File: src/membership_bitmap_engine_core_assert.svh
// assertion macros for the membership bitmap engine
// used by the top level; expects clk and rst in scope
`ifndef MEMBERSHIP_BITMAP_ENGINE_CORE_ASSERT_SVH
`define MEMBERSHIP_BITMAP_ENGINE_CORE_ASSERT_SVH

// plain property checked every cycle outside reset
`define MBE_ASSERT(lbl, prop, msg) \
  lbl: assert property (@(posedge clk) disable iff (rst) (prop)) else $error(msg);

// cause in one cycle, effect in the next
`define MBE_ASSERT_NEXT(lbl, cause, effect, msg) \
  lbl: assert property (@(posedge clk) disable iff (rst) (cause) |=> (effect)) \
    else $error(msg);

`endif

File: src/mbe_pkg.sv
// shared types and constants for the membership bitmap engine
// no dependencies
`timescale 1ns / 1ps

package mbe_pkg;

  localparam int ID_W = 17;

  typedef enum logic [2:0] {
    OP_SET_RANGE = 3'd0,
    OP_OR_BYTE   = 3'd1,
    OP_TEST      = 3'd2,
    OP_FIND      = 3'd3,
    OP_TRIM      = 3'd4
  } op_t;

  typedef enum logic [2:0] {
    ST_CLEAR,
    ST_IDLE,
    ST_READ,
    ST_EXEC,
    ST_DONE
  } state_t;

  typedef struct packed {
    logic clr;
    logic load;
    logic rd;
    logic ex;
    logic push;
  } cmd_t;

  typedef struct packed {
    logic clr_last;
    logic load_empty;
    logic last;
    logic out_free;
  } sts_t;

endpackage

File: src/mbe_ctrl.sv
// controller state machine for the membership bitmap engine
// depends on mbe_pkg
`timescale 1ns / 1ps

module mbe_ctrl (
  input  logic          clk,
  input  logic          rst,
  input  logic          s_tvalid,
  output logic          s_tready,
  input  mbe_pkg::sts_t sts,
  output mbe_pkg::cmd_t cmd
);
  import mbe_pkg::*;

  state_t state, state_next;

  always_ff @(posedge clk) begin
    if (rst) begin
      state <= ST_CLEAR;
    end else begin
      state <= state_next;
    end
  end

  always_comb begin
    state_next = state;
    cmd        = '0;
    s_tready   = 1'b0;
    unique case (state)
      ST_CLEAR: begin
        cmd.clr = 1'b1;
        if (sts.clr_last) begin
          state_next = ST_IDLE;
        end
      end
      ST_IDLE: begin
        s_tready = 1'b1;
        if (s_tvalid) begin
          cmd.load   = 1'b1;
          state_next = sts.load_empty ? ST_DONE : ST_READ;
        end
      end
      ST_READ: begin
        cmd.rd     = 1'b1;
        state_next = ST_EXEC;
      end
      ST_EXEC: begin
        cmd.ex     = 1'b1;
        state_next = sts.last ? ST_DONE : ST_READ;
      end
      ST_DONE: begin
        if (sts.out_free) begin
          cmd.push   = 1'b1;
          state_next = ST_IDLE;
        end
      end
      default: begin
        state_next = ST_CLEAR;
      end
    endcase
  end

endmodule

File: config.mk
export PLATFORM = sky130hd
export DESIGN_NAME = mbe_ctrl
export DESIGN_NICKNAME = d
export VERILOG_FILES = /design/src/membership_bitmap_engine_core_assert.svh /design/src/mbe_pkg.sv /design/src/mbe_ctrl.sv
export SDC_FILE = /design/constraint.sdc
export NUM_CORES = 1
export LEC_CHECK = 0
export ABC_AREA = 1
export BUFFER_PORTS_ARGS = -buffer_cell sky130_fd_sc_hd__buf_2
export CAP_MARGIN = 15
export CORE_AREA = 2 2 39 41
export CTS_CLUSTER_DIAMETER = 200
export CTS_CLUSTER_SIZE = 10
export DETAILED_ROUTE_END_ITERATION = 8
export DIE_AREA = 0 0 41 43
export PLACE_DENSITY = 0.38
export RECOVER_POWER = 100
export SLEW_MARGIN = 20
export SYNTH_ARGS = -nofsm -noshare
export SYNTH_HDL_FRONTEND = slang
export SYNTH_SLANG_ARGS = --single-unit
File: constraint.sdc
create_clock -name clk -period 1.65 [get_ports clk]
set_input_delay 0.165 -clock clk [delete_from_list [all_inputs] [get_ports clk]]
set_output_delay 0.165 -clock clk [all_outputs]
set_load 0.01 [all_outputs]
==> flow_metrics.tcl <==
set metrics [dict create \
    status "completed" \
    worst_pin_slew_ns 0.333 \
    cp.required_ns 1.48 \
    largest_reg_flops 3 \
    synth-seq-cells 3 \
    cts_resized 0 \
    max_slew_margin_pct 77.6 \
    min_to "state[1]" \
    post-route-min-period_ns 1.34 \
    die_w_um 41 \
    post-dp-hpwl_um 511 \
    largest-register "state" \
    syn_avg_cell_area_sq_um 6.10 \
    cts_root_buf "clkbuf_4" \
    r2r_end "state[1]" \
    fp.dieH_um 43 \
    antenna_cells 0 \
    synthCells 41 \
    cpPeakStageDelay_ns 0.33 \
    placedInstanceArea_sq_um 330 \
    critPathMaxFanout 4 \
    cp_cell_sequence "nor2_1, inv_1, nor3_1, clkbuf_1" \
    rr_worst_depth 6 \
    pre_cts_slack_ns 0.538 \
    clockBufferDepth 2 \
    cts_tree "built" \
    vias_per_cell 3.86 \
    fin_crit_sh_pct 81.2 \
    fin_nets 65 \
    stdcell_count 73 \
    top_regs "state x3" \
    num_vias 282 \
    tns_ns 0 \
    synthDistinctLibCells 14 \
    grt_max_degree 8 \
    yosys-top-cells-area "dfxtp_1 24%, inv_1 12%, nor2_1 9.0%" \
    end_kind "output pin" \
    regArea_sq_um 60.1 \
    clock_sinks 3 \
    wire_per_inst_um 8.45 \
    yosysWarnings 0 \
    drtIter0Drc 0 \
    num_rows 14 \
    syn_area_sq_um 250 \
    fillers 167 \
    leakage_nw 0.198 \
    synthToLayoutAreaGrowth_pct 35.0 \
    maxSlewViolCount 0 \
    rr_startpoint "state[1]" \
    clk_latency_ns 0.23 \
    holdBufCountCts 0 \
    drt-total-wl_um 617 \
    whs_path_depth 2 \
    gr-total-overflow 0 \
    hold_viol_final 0 \
    drive_above_1_share_pct 33.3 \
    antenna_found_initial 0 \
    hold_path.class "primary input to flip-flop" \
    multi_input_area_sq_um 134 \
    critPathKind "flip-flop to output pin" \
    drt_first_pass_iters 1 \
    globalplace.congestion 0.606 \
    finalSetupViolations 0 \
    placed_cells 69 \
    ir_worst_vdd_mv 0.332 \
    worst-r2r-setup-slack_ns 0.53 \
    initial_core_util_pct 18.1 \
    worstPathArrival_ns 1.18 \
    fin_skew_ns 0.0000725 \
    grtUsageTotal_pct 9.24 \
    grt_pass1_wl_mm 1.08 \
    synth_top_area_share_pct 24.0 \
    rsz0062_at_grt "false" \
    die-area_sq_mm 0.00176 \
    seq_area_frac_synth_pct 24.0 \
    fin_area_sq_um 338 \
    postRouteAntennaNets 0 \
    setup_ws_ns 0.310 \
    crit_path_start_kind "flip-flop" \
    grt_pass1_vias 274 \
    numCtsBuffers 3 \
    htree_levels 1 \
    maxCapViolCount 0 \
    post-cts-setup-buffer-count 0 \
    drc 0 \
    cp_slowest_cell "dfxtp_1" \
    synth_top_area_cell "dfxtp_1" \
    io_buffers 12 \
    clk_pin_slew_ns 0.04 \
    p_per_area_mw_per_mm2 1040 \
    coreArea_sq_mm 0.00138 \
    syn-num-nets 48 \
    fmax_ghz 0.746 \
    min_from "rst" \
    ios 13 \
]
[critical path: cells and delay by family, from the launching register on]
family / cells / cell delay [ns]
flops: 1 / 0.33
buf+inv: 2 / 0.26
simple gates: 2 / 0.36
[cell usage after synthesis (all sizes together)]
cell    instances
dfxtp           3
a21oi           1
nor3            4
nor2            9
inv            11
nand3b          1
o21ai           2
nand2           6
nand3           4
[where the power goes]
group	switching (mW)	internal (mW)	leakage (nW)	total, mW
clock network	0.0358	0.0905	0.0150	0.126
registers	0.0103	0.0824	0.0246	0.0927
logic	0.0813	0.0497	0.158	0.131
total	0.127	0.223	0.198	0.350
[kinds of logic (layout without fill, tap and decap cells)]
group	Yosys count	in the layout	share of synthesized area [%]
and+or+nand+nor	24	24	52.0
AOI/OAI and AO/OA	3	3	7.50
DFF	3	3	24.0
buffers and inverters	11	27	16.5
[layout by cell type (no fill, tap or decap)]
| cell type | n |
|---|---|
| a21oi_2 | 1 |
| nand3b_2 | 1 |
| nor2_2 | 2 |
| dfxtp_1 | 3 |
| nand2_1 | 5 |
| nor2_1 | 7 |
| inv_2 | 2 |
| nor3_1 | 4 |
| nand2_2 | 1 |
| nand3_1 | 4 |
| o21ai_1 | 2 |
| clkbuf_1 | 4 |
| inv_1 | 9 |
| clkbuf_4 | 3 |
| buf_2 | 9 |
[cell type report]
type | instances | share of cell area (%)
Timing Repair Buffer | 12 | 16.7
Tap cell | 16 | 5.93
Inverter | 11 | 12.2
Sequential cell | 3 | 17.8
Multi-Input combinational cell | 27 | 39.6
Clock buffer | 4 | 7.78
[layer usage]
metal | GRT usage (%) | vias up | wire, um
met3 | 1.57 | 0 | 37
met5 | 0 | - | 0
li1 | - | 155 | -
met1 | 11.6 | 118 | 292
met2 | 12.8 | 9 | 287
met4 | 8.00 | 0 | 0
[worst max path at each step]
stage / startpoint / end / slack, ns / cells after the start
2_1_floorplan: state[0] / state[2] / 0.64 / 7
3_3_place_gp: state[0] / state[2] / 0.55 / 7
3_5_place_dp: state[0] / state[2] / 0.54 / 7
4_1_cts: state[0] / cmd[3] / 0.32 / 5
5_1_grt: state[0] / cmd[0] / 0.16 / 4
6_report: state[1] / cmd[0] / 0.31 / 4
[through the flow]
stage / utilization, % / total power, mW / hold slack, ns
detailed placement: 23.9 / 0.238 / 0.366
floorplan: - / 0.195 / 0.232
global placement: 23.9 / 0.239 / 0.365
global route: 24.4 / 0.388 / 0.134
finish: 24.4 / 0.350 / 0.127
CTS: 25.8 / 0.372 / 0.119
No activity file was read; power rests on OpenSTA's default activity.
